`src/rtl/mgd_pkg.sv`:
```
package mgd_pkg;

    localparam int CFG_ADDR_W = 3;
    localparam int CFG_DATA_W = 40;
    localparam int QUEUE_DEPTH = 2;

    // register map
    localparam logic [CFG_ADDR_W-1:0] REG_THRESHOLD  = 3'd0;
    localparam logic [CFG_ADDR_W-1:0] REG_GRAVITY    = 3'd1;
    localparam logic [CFG_ADDR_W-1:0] REG_WINDOW     = 3'd2;
    localparam logic [CFG_ADDR_W-1:0] REG_PEAKS      = 3'd3;
    localparam logic [CFG_ADDR_W-1:0] REG_LIFT       = 3'd4;
    localparam logic [CFG_ADDR_W-1:0] REG_REARM      = 3'd5;
    localparam logic [CFG_ADDR_W-1:0] REG_COOLDOWN   = 3'd6;

    // gesture codes
    localparam logic [1:0] GEST_NONE  = 2'd0;
    localparam logic [1:0] GEST_SHAKE = 2'd1;
    localparam logic [1:0] GEST_LIFT  = 2'd2;

    localparam logic [7:0] COUNT_MAX = 8'hFF;

    typedef struct packed {
        logic [13:0] motion_threshold_lsb;
        logic [13:0] gravity_lsb;
        logic [31:0] shake_window_us;
        logic [3:0]  shake_peaks_needed;
        logic [7:0]  lift_samples_needed;
        logic [7:0]  still_samples_rearm;
        logic [39:0] cooldown_us;
    } cfg_t;

    localparam cfg_t CFG_RESET = '{
        motion_threshold_lsb: 14'd1229,
        gravity_lsb:          14'd4096,
        shake_window_us:      32'd1000000,
        shake_peaks_needed:   4'd2,
        lift_samples_needed:  8'd5,
        still_samples_rearm:  8'd50,
        cooldown_us:          40'd300000000
    };

endpackage

```
`src/rtl/mgd_fifo.sv`:
```
module mgd_fifo #(
    parameter int WIDTH = 2,
    parameter int DEPTH = 2
) (
    input  logic             aclk,
    input  logic             aresetn,
    input  logic             push,
    input  logic [WIDTH-1:0] push_data,
    output logic             full,
    input  logic             pop,
    output logic [WIDTH-1:0] pop_data,
    output logic             not_empty
);
    localparam int PTR_W = $clog2(DEPTH);
    localparam int CNT_W = $clog2(DEPTH + 1);

    logic [WIDTH-1:0] mem_reg [DEPTH];
    logic [PTR_W-1:0] wr_ptr_reg, wr_ptr_next;
    logic [PTR_W-1:0] rd_ptr_reg, rd_ptr_next;
    logic [CNT_W-1:0] count_reg, count_next;

    assign full      = (count_reg == CNT_W'(DEPTH));
    assign not_empty = (count_reg != '0);
    assign pop_data  = mem_reg[rd_ptr_reg];

    always_comb begin
        wr_ptr_next = wr_ptr_reg;
        rd_ptr_next = rd_ptr_reg;
        count_next  = count_reg;
        if (push) begin
            wr_ptr_next = (wr_ptr_reg == PTR_W'(DEPTH - 1)) ? '0 : wr_ptr_reg + 1'b1;
        end
        if (pop) begin
            rd_ptr_next = (rd_ptr_reg == PTR_W'(DEPTH - 1)) ? '0 : rd_ptr_reg + 1'b1;
        end
        if (push && !pop) begin
            count_next = count_reg + 1'b1;
        end else if (pop && !push) begin
            count_next = count_reg - 1'b1;
        end
    end

    always_ff @(posedge aclk) begin
        if (!aresetn) begin
            wr_ptr_reg <= '0;
            rd_ptr_reg <= '0;
            count_reg  <= '0;
        end else begin
            wr_ptr_reg <= wr_ptr_next;
            rd_ptr_reg <= rd_ptr_next;
            count_reg  <= count_next;
        end
    end

    always_ff @(posedge aclk) begin
        if (push) begin
            mem_reg[wr_ptr_reg] <= push_data;
        end
    end

    a_no_push_full: assert property (@(posedge aclk) disable iff (!aresetn)
        push |-> !full)
        else $error("push into full queue");
    a_no_pop_empty: assert property (@(posedge aclk) disable iff (!aresetn)
        pop |-> not_empty)
        else $error("pop from empty queue");
    a_count_bound: assert property (@(posedge aclk) disable iff (!aresetn)
        count_reg <= CNT_W'(DEPTH))
        else $error("queue count overflow");

endmodule

```
`src/rtl/mgd_front.sv`:
```
module mgd_front #(
    parameter int SAMPLE_BITS = 16,
    parameter int TIME_BITS   = 48
) (
    input  logic                   aclk,
    input  logic                   aresetn,
    input  mgd_pkg::cfg_t          cfg,
    input  logic                   s_valid,
    output logic                   s_ready,
    input  logic [SAMPLE_BITS-1:0] s_x,
    input  logic [SAMPLE_BITS-1:0] s_y,
    input  logic [SAMPLE_BITS-1:0] s_z,
    input  logic [TIME_BITS-1:0]   s_now,
    input  logic                   s_supp,
    output logic                   push,
    output logic [TIME_BITS+1:0]   push_data,
    input  logic                   full
);
    import mgd_pkg::*;

    localparam int SB    = SAMPLE_BITS;
    localparam int OP_W  = (SB > 15) ? SB : 15;
    localparam int SQ_W  = 2 * OP_W;
    localparam int SUM_W = SQ_W + 2;

    localparam logic [2:0] F_IDLE = 3'd0;
    localparam logic [2:0] F_SQD  = 3'd1;  // squares of the deltas
    localparam logic [2:0] F_SQM  = 3'd2;  // squares of the axes
    localparam logic [2:0] F_SQT  = 3'd3;  // squares of the bounds
    localparam logic [2:0] F_CMP  = 3'd4;

    logic [2:0] state_reg, state_next;
    logic       accept;
    logic       moving;

    logic [2:0][SB-1:0] axis;
    logic [2:0][SB-1:0] prev_reg;
    logic               prev_valid_reg;
    logic [2:0][SB-1:0] dabs, sabs;
    logic [2:0][SB-1:0] dabs_reg, sabs_reg;
    logic [TIME_BITS-1:0] now_reg;
    logic               supp_reg;
    logic               fv_reg;

    logic [2:0][OP_W-1:0] op;
    logic [2:0][SQ_W-1:0] prod, prod_reg;
    logic [SUM_W-1:0]     prod_sum;
    logic [SUM_W-1:0]     d2_reg, mag2_reg;

    logic [14:0] hi;
    logic [13:0] lo;

    assign axis   = {s_z, s_y, s_x};
    assign accept = s_valid && s_ready;
    assign s_ready = (state_reg == F_IDLE) || (state_reg == F_CMP && !full);

    assign hi = {1'b0, cfg.gravity_lsb} + {1'b0, cfg.motion_threshold_lsb};
    assign lo = cfg.gravity_lsb - cfg.motion_threshold_lsb;

    always_comb begin
        logic signed [SB:0] d;
        logic signed [SB:0] a;
        for (int k = 0; k < 3; k++) begin
            d = $signed({axis[k][SB-1], axis[k]}) - $signed({prev_reg[k][SB-1], prev_reg[k]});
            dabs[k] = d[SB] ? SB'(-d) : d[SB-1:0];
            a = $signed({axis[k][SB-1], axis[k]});
            sabs[k] = a[SB] ? SB'(-a) : a[SB-1:0];
        end
    end

    always_comb begin
        case (state_reg)
            F_SQD: begin
                for (int k = 0; k < 3; k++) op[k] = OP_W'(dabs_reg[k]);
            end
            F_SQM: begin
                for (int k = 0; k < 3; k++) op[k] = OP_W'(sabs_reg[k]);
            end
            default: begin
                op[0] = OP_W'(cfg.motion_threshold_lsb);
                op[1] = OP_W'(hi);
                op[2] = OP_W'(lo);
            end
        endcase
        for (int k = 0; k < 3; k++) begin
            prod[k] = SQ_W'(op[k]) * SQ_W'(op[k]);
        end
    end

    assign prod_sum = SUM_W'(prod_reg[0]) + SUM_W'(prod_reg[1]) + SUM_W'(prod_reg[2]);

    // prod_reg holds thr^2, hi^2, lo^2 in F_CMP
    assign moving = (fv_reg && d2_reg > SUM_W'(prod_reg[0]))
                 || (mag2_reg > SUM_W'(prod_reg[1]))
                 || ((cfg.gravity_lsb > cfg.motion_threshold_lsb)
                     && (mag2_reg < SUM_W'(prod_reg[2])));

    assign push      = (state_reg == F_CMP) && !full;
    assign push_data = {now_reg, supp_reg, moving};

    always_comb begin
        state_next = state_reg;
        case (state_reg)
            F_IDLE: begin
                if (accept) state_next = F_SQD;
            end
            F_SQD: state_next = F_SQM;
            F_SQM: state_next = F_SQT;
            F_SQT: state_next = F_CMP;
            F_CMP: begin
                if (!full) state_next = accept ? F_SQD : F_IDLE;
            end
            default: state_next = F_IDLE;
        endcase
    end

    always_ff @(posedge aclk) begin
        if (!aresetn) begin
            state_reg      <= F_IDLE;
            prev_valid_reg <= 1'b0;
        end else begin
            state_reg <= state_next;
            if (accept) prev_valid_reg <= 1'b1;
        end
    end

    always_ff @(posedge aclk) begin
        prod_reg <= prod;
        if (state_reg == F_SQM) d2_reg <= prod_sum;
        if (state_reg == F_SQT) mag2_reg <= prod_sum;
        if (accept) begin
            dabs_reg <= dabs;
            sabs_reg <= sabs;
            prev_reg <= axis;
            now_reg  <= s_now;
            supp_reg <= s_supp;
            fv_reg   <= prev_valid_reg;
        end
    end

    a_push_only_done: assert property (@(posedge aclk) disable iff (!aresetn)
        push |-> $past(state_reg) == F_SQT || $past(state_reg) == F_CMP)
        else $error("push before squares are done");
    a_first_no_delta: assert property (@(posedge aclk) disable iff (!aresetn)
        (accept && !prev_valid_reg) |=> !fv_reg)
        else $error("first beat used a delta");
    a_accept_gated: assert property (@(posedge aclk) disable iff (!aresetn)
        (state_reg == F_CMP && full) |-> !s_ready)
        else $error("beat taken while result blocked");

endmodule

```
`src/rtl/mgd_back.sv`:
```
module mgd_back #(
    parameter int PEAK_SLOTS = 8,
    parameter int TIME_BITS  = 48
) (
    input  logic                 aclk,
    input  logic                 aresetn,
    input  mgd_pkg::cfg_t        cfg,
    input  logic                 q_valid,
    input  logic [TIME_BITS+1:0] q_data,
    output logic                 q_pop,
    output logic                 m_valid,
    input  logic                 m_ready,
    output logic [1:0]           m_gesture,
    output logic                 m_moving
);
    import mgd_pkg::*;

    localparam int TB     = TIME_BITS;
    localparam int SLOT_W = $clog2(PEAK_SLOTS);
    localparam int CNT_W  = $clog2(PEAK_SLOTS + 1);
    localparam int NEED_W = (CNT_W > 4) ? CNT_W : 4;
    localparam int CMP_W  = (TB > 40) ? TB : 40;

    localparam logic [1:0] B_GATE = 2'd0;
    localparam logic [1:0] B_SCAN = 2'd1;
    localparam logic [1:0] B_DEC  = 2'd2;

    logic [1:0]            state_reg, state_next;
    logic [7:0]            still_reg, still_next;
    logic [7:0]            lift_reg, lift_next;
    logic                  armed_reg, armed_next;
    logic [PEAK_SLOTS-1:0] pvalid_reg, pvalid_next;
    logic [TB-1:0]         ptime_reg [PEAK_SLOTS];
    logic [SLOT_W-1:0]     slot_reg, slot_next;
    logic [TB-1:0]         last_reg;
    logic                  trig_valid_reg, trig_valid_next;
    logic [TB-1:0]         now_reg;
    logic [PEAK_SLOTS-1:0] win_reg, win_next;
    logic                  out_valid_reg, out_valid_next;
    logic [1:0]            out_gest_reg, out_gest_next;
    logic                  out_mv_reg, out_mv_next;

    logic          h_mv, h_sup;
    logic [TB-1:0] h_now;
    logic [TB-1:0] elapsed;
    logic          cool, allowed, out_free, store_peak, trigger;
    logic [7:0]    still_inc, lift_inc;
    logic [CNT_W-1:0] peaks;
    logic          shake, lift_hit;

    assign h_mv  = q_data[0];
    assign h_sup = q_data[1];
    assign h_now = q_data[TB+1:2];

    assign elapsed  = h_now - last_reg;
    assign cool     = trig_valid_reg && (CMP_W'(elapsed) < CMP_W'(cfg.cooldown_us));
    assign allowed  = !h_sup && armed_reg && !cool;
    assign out_free = !out_valid_reg || m_ready;

    assign still_inc = (still_reg == COUNT_MAX) ? still_reg : still_reg + 8'd1;
    assign lift_inc  = (lift_reg == COUNT_MAX) ? lift_reg : lift_reg + 8'd1;
    assign peaks     = CNT_W'($countones(win_reg));
    assign shake     = NEED_W'(peaks) >= NEED_W'(cfg.shake_peaks_needed);
    assign lift_hit  = lift_inc >= cfg.lift_samples_needed;

    assign store_peak = (state_reg == B_GATE) && q_valid && h_mv && allowed;
    assign trigger    = (state_reg == B_DEC) && out_free && (shake || lift_hit);

    always_comb begin
        logic [TB-1:0] age;
        state_next      = state_reg;
        still_next      = still_reg;
        lift_next       = lift_reg;
        armed_next      = armed_reg;
        pvalid_next     = pvalid_reg;
        slot_next       = slot_reg;
        trig_valid_next = trig_valid_reg;
        win_next        = win_reg;
        out_valid_next  = out_valid_reg && !m_ready;
        out_gest_next   = out_gest_reg;
        out_mv_next     = out_mv_reg;
        q_pop           = 1'b0;
        age             = '0;
        case (state_reg)
            B_GATE: begin
                if (q_valid) begin
                    if (!h_mv) begin
                        if (out_free) begin
                            still_next = still_inc;
                            if (still_inc >= cfg.still_samples_rearm) armed_next = 1'b1;
                            lift_next      = 8'd0;
                            pvalid_next    = '0;
                            out_valid_next = 1'b1;
                            out_gest_next  = GEST_NONE;
                            out_mv_next    = 1'b0;
                            q_pop          = 1'b1;
                        end
                    end else if (!allowed) begin
                        if (out_free) begin
                            still_next     = 8'd0;
                            out_valid_next = 1'b1;
                            out_gest_next  = GEST_NONE;
                            out_mv_next    = 1'b1;
                            q_pop          = 1'b1;
                        end
                    end else begin
                        still_next            = 8'd0;
                        pvalid_next[slot_reg] = 1'b1;
                        slot_next = (slot_reg == SLOT_W'(PEAK_SLOTS - 1)) ? '0
                                                                          : slot_reg + 1'b1;
                        q_pop      = 1'b1;
                        state_next = B_SCAN;
                    end
                end
            end
            B_SCAN: begin
                for (int i = 0; i < PEAK_SLOTS; i++) begin
                    age         = now_reg - ptime_reg[i];
                    win_next[i] = pvalid_reg[i] && (age < TB'(cfg.shake_window_us));
                end
                state_next = B_DEC;
            end
            B_DEC: begin
                if (out_free) begin
                    out_valid_next = 1'b1;
                    out_mv_next    = 1'b1;
                    if (shake) begin
                        armed_next      = 1'b0;
                        lift_next       = 8'd0;
                        trig_valid_next = 1'b1;
                        pvalid_next     = '0;
                        out_gest_next   = GEST_SHAKE;
                    end else if (lift_hit) begin
                        armed_next      = 1'b0;
                        lift_next       = 8'd0;
                        trig_valid_next = 1'b1;
                        out_gest_next   = GEST_LIFT;
                    end else begin
                        lift_next     = lift_inc;
                        out_gest_next = GEST_NONE;
                    end
                    state_next = B_GATE;
                end
            end
            default: state_next = B_GATE;
        endcase
    end

    always_ff @(posedge aclk) begin
        if (!aresetn) begin
            state_reg      <= B_GATE;
            still_reg      <= 8'd0;
            lift_reg       <= 8'd0;
            armed_reg      <= 1'b1;
            pvalid_reg     <= '0;
            slot_reg       <= '0;
            trig_valid_reg <= 1'b0;
            out_valid_reg  <= 1'b0;
        end else begin
            state_reg      <= state_next;
            still_reg      <= still_next;
            lift_reg       <= lift_next;
            armed_reg      <= armed_next;
            pvalid_reg     <= pvalid_next;
            slot_reg       <= slot_next;
            trig_valid_reg <= trig_valid_next;
            out_valid_reg  <= out_valid_next;
        end
    end

    always_ff @(posedge aclk) begin
        win_reg      <= win_next;
        out_gest_reg <= out_gest_next;
        out_mv_reg   <= out_mv_next;
        if (store_peak) begin
            ptime_reg[slot_reg] <= h_now;
            now_reg             <= h_now;
        end
        if (trigger) last_reg <= now_reg;
    end

    assign m_valid   = out_valid_reg;
    assign m_gesture = out_gest_reg;
    assign m_moving  = out_mv_reg;

    a_gesture_moving: assert property (@(posedge aclk) disable iff (!aresetn)
        (out_valid_reg && out_gest_reg != GEST_NONE) |-> out_mv_reg)
        else $error("gesture on a still beat");
    a_trigger_disarms: assert property (@(posedge aclk) disable iff (!aresetn)
        trigger |=> !armed_reg && trig_valid_reg && lift_reg == 8'd0)
        else $error("trigger left detector armed");
    a_still_clears: assert property (@(posedge aclk) disable iff (!aresetn)
        (state_reg == B_GATE && q_valid && !h_mv && out_free)
        |=> pvalid_reg == '0 && lift_reg == 8'd0)
        else $error("still beat left peaks or lift count");
    a_out_held: assert property (@(posedge aclk) disable iff (!aresetn)
        (out_valid_reg && !m_ready) |=> out_valid_reg && $stable(out_gest_reg))
        else $error("stalled result overwritten");

endmodule

```
`src/rtl/motion_gesture_detector.sv`:
```
// Shake / lift detector for raw 3-axis accelerometer samples.
//
// s_* : one sample per beat (x, y, z, timestamp in us; tuser = suppress).
// m_* : exactly one result per sample, in order (gesture code, moving flag).
// cfg_*: register writes (cfg_addr = register index); always ready. Write
//        only while no sample is in flight.
//
// The front end takes a sample, squares deltas, axes and bounds on three
// shared multipliers and classifies it as moving or still; it takes the
// next sample while it pushes the result, unless the queue is full. A
// two-entry queue feeds the back end, which updates the arming, lift and
// peak state: a still or blocked sample is handled in the gate state, and a
// stored peak goes through ring write, window check of all peak slots, and
// count and decision.
// Results sit in an output register; when m_tready is low the back end, then
// the queue, then s_tready stall, and no result is dropped.
// Reset clears all counters, empties the peak ring, arms the detector, drops
// the previous sample and loads the register defaults.
module motion_gesture_detector #(
    parameter int PEAK_SLOTS  = 8,
    parameter int TIME_BITS   = 48,
    parameter int SAMPLE_BITS = 16
) (
    input  logic aclk,
    input  logic aresetn,

    input  logic s_tvalid,
    output logic s_tready,
    // accel_x, accel_y, accel_z, now_us, zero pad to bytes
    input  logic [((3*SAMPLE_BITS+TIME_BITS+7)/8)*8-1:0] s_tdata,
    // suppressed
    input  logic [0:0] s_tuser,

    output logic m_tvalid,
    input  logic m_tready,
    // gesture [1:0], zero pad
    output logic [7:0] m_tdata,
    // moving
    output logic [0:0] m_tuser,

    input  logic                            cfg_valid,
    output logic                            cfg_ready,
    input  logic [mgd_pkg::CFG_ADDR_W-1:0]  cfg_addr,
    input  logic [mgd_pkg::CFG_DATA_W-1:0]  cfg_data
);
    import mgd_pkg::*;

    localparam int SB = SAMPLE_BITS;
    localparam int TB = TIME_BITS;

    cfg_t cfg_reg;

    logic          push, full, pop, q_valid;
    logic [TB+1:0] push_data, pop_data;
    logic [1:0]    gesture;
    logic          moving;

    assign cfg_ready = 1'b1;

    always_ff @(posedge aclk) begin
        if (!aresetn) begin
            cfg_reg <= CFG_RESET;
        end else if (cfg_valid) begin
            case (cfg_addr)
                REG_THRESHOLD: cfg_reg.motion_threshold_lsb <= cfg_data[13:0];
                REG_GRAVITY:   cfg_reg.gravity_lsb          <= cfg_data[13:0];
                REG_WINDOW:    cfg_reg.shake_window_us      <= cfg_data[31:0];
                REG_PEAKS:     cfg_reg.shake_peaks_needed   <= cfg_data[3:0];
                REG_LIFT:      cfg_reg.lift_samples_needed  <= cfg_data[7:0];
                REG_REARM:     cfg_reg.still_samples_rearm  <= cfg_data[7:0];
                REG_COOLDOWN:  cfg_reg.cooldown_us          <= cfg_data[39:0];
                default: ;
            endcase
        end
    end

    mgd_front #(
        .SAMPLE_BITS (SB),
        .TIME_BITS   (TB)
    ) u_front (
        .aclk      (aclk),
        .aresetn   (aresetn),
        .cfg       (cfg_reg),
        .s_valid   (s_tvalid),
        .s_ready   (s_tready),
        .s_x       (s_tdata[SB-1:0]),
        .s_y       (s_tdata[2*SB-1:SB]),
        .s_z       (s_tdata[3*SB-1:2*SB]),
        .s_now     (s_tdata[3*SB+TB-1:3*SB]),
        .s_supp    (s_tuser[0]),
        .push      (push),
        .push_data (push_data),
        .full      (full)
    );

    mgd_fifo #(
        .WIDTH (TB + 2),
        .DEPTH (QUEUE_DEPTH)
    ) u_queue (
        .aclk      (aclk),
        .aresetn   (aresetn),
        .push      (push),
        .push_data (push_data),
        .full      (full),
        .pop       (pop),
        .pop_data  (pop_data),
        .not_empty (q_valid)
    );

    mgd_back #(
        .PEAK_SLOTS (PEAK_SLOTS),
        .TIME_BITS  (TB)
    ) u_back (
        .aclk      (aclk),
        .aresetn   (aresetn),
        .cfg       (cfg_reg),
        .q_valid   (q_valid),
        .q_data    (pop_data),
        .q_pop     (pop),
        .m_valid   (m_tvalid),
        .m_ready   (m_tready),
        .m_gesture (gesture),
        .m_moving  (moving)
    );

    assign m_tdata = {6'd0, gesture};
    assign m_tuser = moving;

endmodule

```
`config.mk`:
```
export PLATFORM = sky130hd
export DESIGN_NAME = motion_gesture_detector
export DESIGN_NICKNAME = d
export VERILOG_FILES = /design/src/rtl/mgd_pkg.sv /design/src/rtl/mgd_fifo.sv /design/src/rtl/mgd_front.sv /design/src/rtl/mgd_back.sv /design/src/rtl/motion_gesture_detector.sv
export SDC_FILE = /design/constraint.sdc
export NUM_CORES = 2
export LEC_CHECK = 0
export BUFFER_PORTS_ARGS = -buffer_cell sky130_fd_sc_hd__buf_4
export CAP_MARGIN = 20
export CORE_MARGIN = 5
export CORE_UTILIZATION = 65
export CTS_BUF_LIST = sky130_fd_sc_hd__clkbuf_8
export DETAILED_ROUTE_END_ITERATION = 10
export PLACE_DENSITY = 0.82
export SLEW_MARGIN = 20
export SYNTH_ARGS = -nofsm -noshare
export SYNTH_HDL_FRONTEND = slang
export SYNTH_SLANG_ARGS = --single-unit
```
`constraint.sdc`:
```
create_clock -name aclk -period 13.9 [get_ports aclk]
set_clock_uncertainty 0.1 [all_clocks]
set_input_delay 0 -clock aclk [delete_from_list [all_inputs] [get_ports aclk]]
set_output_delay 0 -clock aclk [all_outputs]
set_load 0.03 [all_outputs]
```
== Word-level counts from Yosys, hierarchy flattened ==
Memory sizes are Yosys's and may differ from the RTL's. A register that Yosys moved wholly into a read port is not among the register bits.
Index checks and enable logic that the tools add are counted.

* Register bits: 625
* Logic and storage cells: 278
* Input port bits: 145
* RAM bits: 484
* Memories kept: 2
* Bits in latches: 0
* Bits in read-only memories: 0

{| class="wikitable"
|+ Memory list
! memory !! words !! bits a word !! read ports !! clocked after Yosys merged registers in !! wr ports !! RTL line !! text
|-
| u_back.ptime_reg || 8 || 48 || 8 || 0 || 1 || mgd_back.sv:33 || <nowiki>logic [TB-1:0] ptime_reg [PEAK_SLOTS];</nowiki>
|-
| u_queue.mem_reg || 2 || 50 || 1 || 1 || 1 || mgd_fifo.sv:17 || <nowiki>logic [WIDTH-1:0] mem_reg [DEPTH];</nowiki>
|}

* Add/subtract/negate cells: 36
* $lt $le $gt $ge: 18
* Shifts and indexed selects: 0
* Multiplexer cells: 81
* Reduce and logical (&&, ||, !) cells: 62
* Bitwise operators: 1
* Multiply operators: 3
* Div/mod/pow operators: 0
* Equal/unequal tests: 30

{| class="wikitable"
|+ Operator list
! operator !! count
|-
| 48-bit subtractor || 9
|-
| 48-bit by 32-bit less-than comparator with 1-bit output || 8
|-
| 8-bit 2-to-1 mux || 16
|-
| 16-bit by 16-bit multiplier with 32-bit output || 3
|-
| 16-bit negation || 6
|-
| 48-bit one-hot mux with 2 select lines || 1
|-
| 34-bit by 32-bit > comparator with 1-bit output || 2
|-
| 16-bit by 16-bit subtractor with 17-bit output || 3
|-
| 48-bit by 40-bit less-than comparator with 1-bit output || 1
|-
| 16-bit 2-to-1 mux || 3
|-
| 15-bit 2-to-1 mux || 3
|-
| 34-bit by 32-bit adder with 34-bit output || 1
|-
| 34-bit by 32-bit less-than comparator with 1-bit output || 1
|-
| 32-bit by 32-bit adder with 33-bit output || 1
|-
| 1-bit 2-to-1 mux || 33
|-
| 8-bit one-hot mux with 2 select lines || 2
|-
| 2-bit 2-to-1 mux || 13
|-
| 1-bit logical AND || 24
|-
| 4-bit AND reduction || 5
|-
| 8-bit by 1-bit adder with 8-bit output, second input constant || 2
|-
| 8-bit == test, second input constant || 2
|-
| 8-bit >= comparator || 2
|-
| 2-bit AND reduction || 8
|-
| 14-bit by 14-bit adder with 15-bit output || 1
|-
| other kinds (36) || 81
|}

== Depth between registers and ports, before layout ==
* Word-level depth: 12
* Depth in mapped cells: 42
* Gate-level depth less buffers: 41

== Cells and area by module ==
Synthesis repeated with hierarchy kept, for this count alone.

* Cell total of the unflattened synthesis: 10357
* Area total of the unflattened synthesis: 98673.4 µm²

{| class="wikitable"
|+ By module, submodules not included
! module !! cells an instance !! area an instance (µm²) !! seq. area each (µm²) !! times used
|-
| mgd_back || 5451 || 48710.5 || 15384.8 || 1
|-
| mgd_front || 4248 || 41344.7 || 9719.3 || 1
|-
| motion_gesture_detector || 480 || 4788.3 || 2402.3 || 1
|-
| mgd_fifo || 178 || 3829.9 || 3103.0 || 1
|}

== Worst setup path after synthesis ==
OpenSTA, ideal clock, no wires.

* Path kind: reg-to-reg
* Start: reg (tool-made name)
* End: mem u_back.ptime_reg[0][0] (netlist bit), enable pin
* Setup slack: 2.517 ns
* Data arrival time: 10.711 ns
* Period minus slack after synthesis: 11.383 ns
* Path buffers: 4
* Stages on the path, launching flop included: 31
* Library setup time: 0.572 ns
* Data required time: 13.228 ns
* Path through: dfxtp_1 > clkbuf_1 > clkbuf_1 > clkbuf_1 > mux2_2 > ha_1 > o21ai_0 > or3_1 > o21ba_2 > o21ai_1 > o211ai_1 > nor3_1 > o31a_1 > o21ai_0 > a21oi_1 > o21ai_0 > a21boi_0 > xnor2_1 > ha_1 > nand4_1 > nor2_1 > nand3_1 > or3_1 > o22ai_1 > nor4b_1 > o221ai_1 > nor4_1 > o21a_1 > a211o_1 > clkbuf_1 > nor4_1

{| class="wikitable"
|+ RTL lines
! item !! RTL line
|-
| end: declaration || mgd_back.sv:33
|}

==> flow_metrics.env <==
export IMPL_cp_common_cell="fa_1"
export IMPL_fp_dieArea_mm2=0.156
export IMPL_rows=141
export IMPL_pin_count=157
export IMPL_finalSetupViolations=0
export IMPL_hold_depth=6
export IMPL_grt_max_degree=81
export IMPL_vias=80477
export IMPL_core_area_mm2=0.148
export IMPL_max_slew_margin_pct=22.4
export IMPL_clock_sinks=1104
export IMPL_rsz0062_at_grt="false"
export IMPL_cts_made_buffers=191
export IMPL_max_stage_delay_ps=810
export IMPL_multi_input_area_mm2=0.0593
export IMPL_clkLatencyLatePin_ps=990
export IMPL_timing_final_crit_share_pct=71.8
export IMPL_synth_seq_cells=1104
export IMPL_slowest_stage="a221oi_1"
export IMPL_die_height_um=395
export IMPL_slew_violations=0
export IMPL_place_congestion=1.03
export IMPL_ys_warn_count=0
export IMPL_antenna_found_initial=18
export IMPL_critical_path_endpoint_type="flop"
export IMPL_fillers=10534
export IMPL_cts_tree="built"
export IMPL_synth_cells=10187
export IMPL_detail_route_wl_per_cell_um=23.3
export IMPL_synthToLayoutAreaGrowth_pct=11.7
export IMPL_largest_reg_flops=384
export IMPL_fin_crit_ps=9970
export IMPL_post_cts_resized=0
export IMPL_drive_gt1_share_pct=6.14
export IMPL_avgSynthCellArea_um2=9.47
export IMPL_grt_pass1_vias=82770
export IMPL_drc=0
export IMPL_cts_root_buf="clkbuf_8"
export IMPL_synth_edf_count=850
export IMPL_cts_clk_slew_worst_paths_ps=70
export IMPL_synth_flop_cell="edfxtp_1"
export IMPL_grt_usage_pct=37.8
export IMPL_htree_levels=4
export IMPL_cp_arrival_ps=10740
export IMPL_synth_cell_types=98
export IMPL_die_x_um=395
export IMPL_powerDensity_mw_per_mm2=279
export IMPL_via_per_inst=6.25
export IMPL_power_leakage_nw=49.5
export IMPL_final_nets=12699
export IMPL_fmax_mhz=100
export IMPL_fin_hold_ws_ps=79.7
export IMPL_synth_area_mm2=0.0965
export IMPL_first_pass_iters=8
export IMPL_hold_viol=0
export IMPL_hpwlAfterDp_um=222000
export IMPL_worst_pin_slew_ps=1160
export IMPL_start_util_pct=65.3
export IMPL_critPathKind="flop to flop"
export IMPL_io_buffers=149
export IMPL_vdd_drop_max_uv=701
export IMPL_regArea_mm2=0.0306
export IMPL_grt_overflow_total=0
export IMPL_cp_max_fo=44
export IMPL_cp_required_ps=14660
export IMPL_hp_class="input pin to flop"
export IMPL_detail_route_antenna_nets=0
export IMPL_fin_setup_tns_ps=0
export IMPL_drt_initial_drc_count=7210
export IMPL_async_flop_share_pct=0
export IMPL_drv_cap=0
export IMPL_start_kind="flop"
export IMPL_cts_buffer_depth=3
export IMPL_outcome="complete, no violations"
export IMPL_totalWireLength_um=301000
export IMPL_grt_pass1_wl_um=459000
export IMPL_reg2reg_depth=27
export IMPL_ys_seq_area_share_pct=31.7
## worst max-delay path, delay by kind of cell, from the launching register on
kind,cells,cell delay [ps]
AOI/OAI and AO/OA,8,2850
xor gates and xnor gates,1,130
adders and majority gates,7,3420
buffers and inverters,5,1330
DFF,1,450
and+or+nand+nor,6,1620
## placed cells by master (no fill, tap or decap), types with 331 or more instances in the layout
cell type      instances
xnor2_1              441
fa_1                 503
edfxtp_1             850
dlygate4sd3_1        331
ha_1                1277
nor2_1               683
a21oi_1              709
o21ai_0              375
a21o_1               380
inv_1               1632
nand2_1              783
## path summary, 6_finish.rpt
check | startpoint | end | slack (ps)
worst max-delay path | u_front.state_reg[1] | u_front.prod_reg[94] | 3930
worst min-delay path | s_tdata[32] | u_front.sabs_reg[33] | 80
worst min register to register | u_front.prev_valid_reg | u_front.fv_reg | 330
worst max register to register | u_front.state_reg[1] | u_front.prod_reg[94] | 3930
## where the power goes
group | switching [mW] | internal [mW] | total [mW]
combinational | 13.0 | 8.92 | 21.9
sequential | 0.285 | 4.51 | 4.80
clock | 1.55 | 1.77 | 3.32
## cells in the mapped netlist (162+ instances only)
cell	number	area [µm²]
a21oi_1	709	3550
inv_1	1570	5890
ha_1	1277	16000
clkbuf_1	172	646
nand3_1	162	811
a21o_1	380	2850
nand2_1	784	2940
nor3_1	170	851
nor2_1	689	2590
edfxtp_1	850	25500
dfxtp_1	254	5080
o21ai_0	375	1880
fa_1	503	10100
xnor2_1	441	3860
## what timing repair did
item                      CTS  global route
hold endpoints to repair  406             0
hold buffers              331             0
buffers inserted            0             0
## routing by layer
layer	up-vias	global-route usage [%]	share of wire [%]
met5	-	0	0.015
met4	6	26.9	8.5
met3	1174	6.76	8.4
met2	4016	63.3	47
met1	38644	44.1	37
li1	36637	-	-
## metrics by stage
step	power (mW)	cells	utilization [%]	worst slack [ps]	area, µm²
after floorplan	20.6	10192	-	2520	96500
after global placement	25.8	12179	67.8	4340	100000
after detailed placement	26.3	12180	67.8	4110	100000
after CTS	29.9	12872	73.0	4060	108000
after global routing	32.8	12876	73.0	3400	108000
final	30.1	12881	73.0	3930	108000
## logic make-up (layout without fill, tap and decap cells)
| logic type | Yosys count | in the layout | synth area share [%] |
|---|---|---|---|
| AOI/OAI and AO/OA | 2285 | 2285 | 15.4 |
| adders and majority gates | 1781 | 1781 | 27.0 |
| DFF | 1104 | 1104 | 31.7 |
| and+or+nand+nor | 2530 | 2530 | 12.3 |
| muxes | 95 | 95 | 1.06 |
| buffers and inverters | 1787 | 2537 | 7.00 |
| other | 2 | 16 | 0.00778 |
| xor gates and xnor gates | 603 | 603 | 5.50 |
## final cells by class
| class | count | area share (%) |
|---|---|---|
| Inverter | 1595 | 5.56 |
| Sequential cell | 1104 | 28.4 |
| Tap cell | 1930 | 2.24 |
| Antenna cell | 9 | 0.0209 |
| Multi-Input combinational cell | 7301 | 55.0 |
| Timing Repair Buffer | 581 | 4.82 |
| Clock buffer | 218 | 2.78 |
| Clock inverter | 143 | 1.17 |
Power figures use the tool's default switching activity.
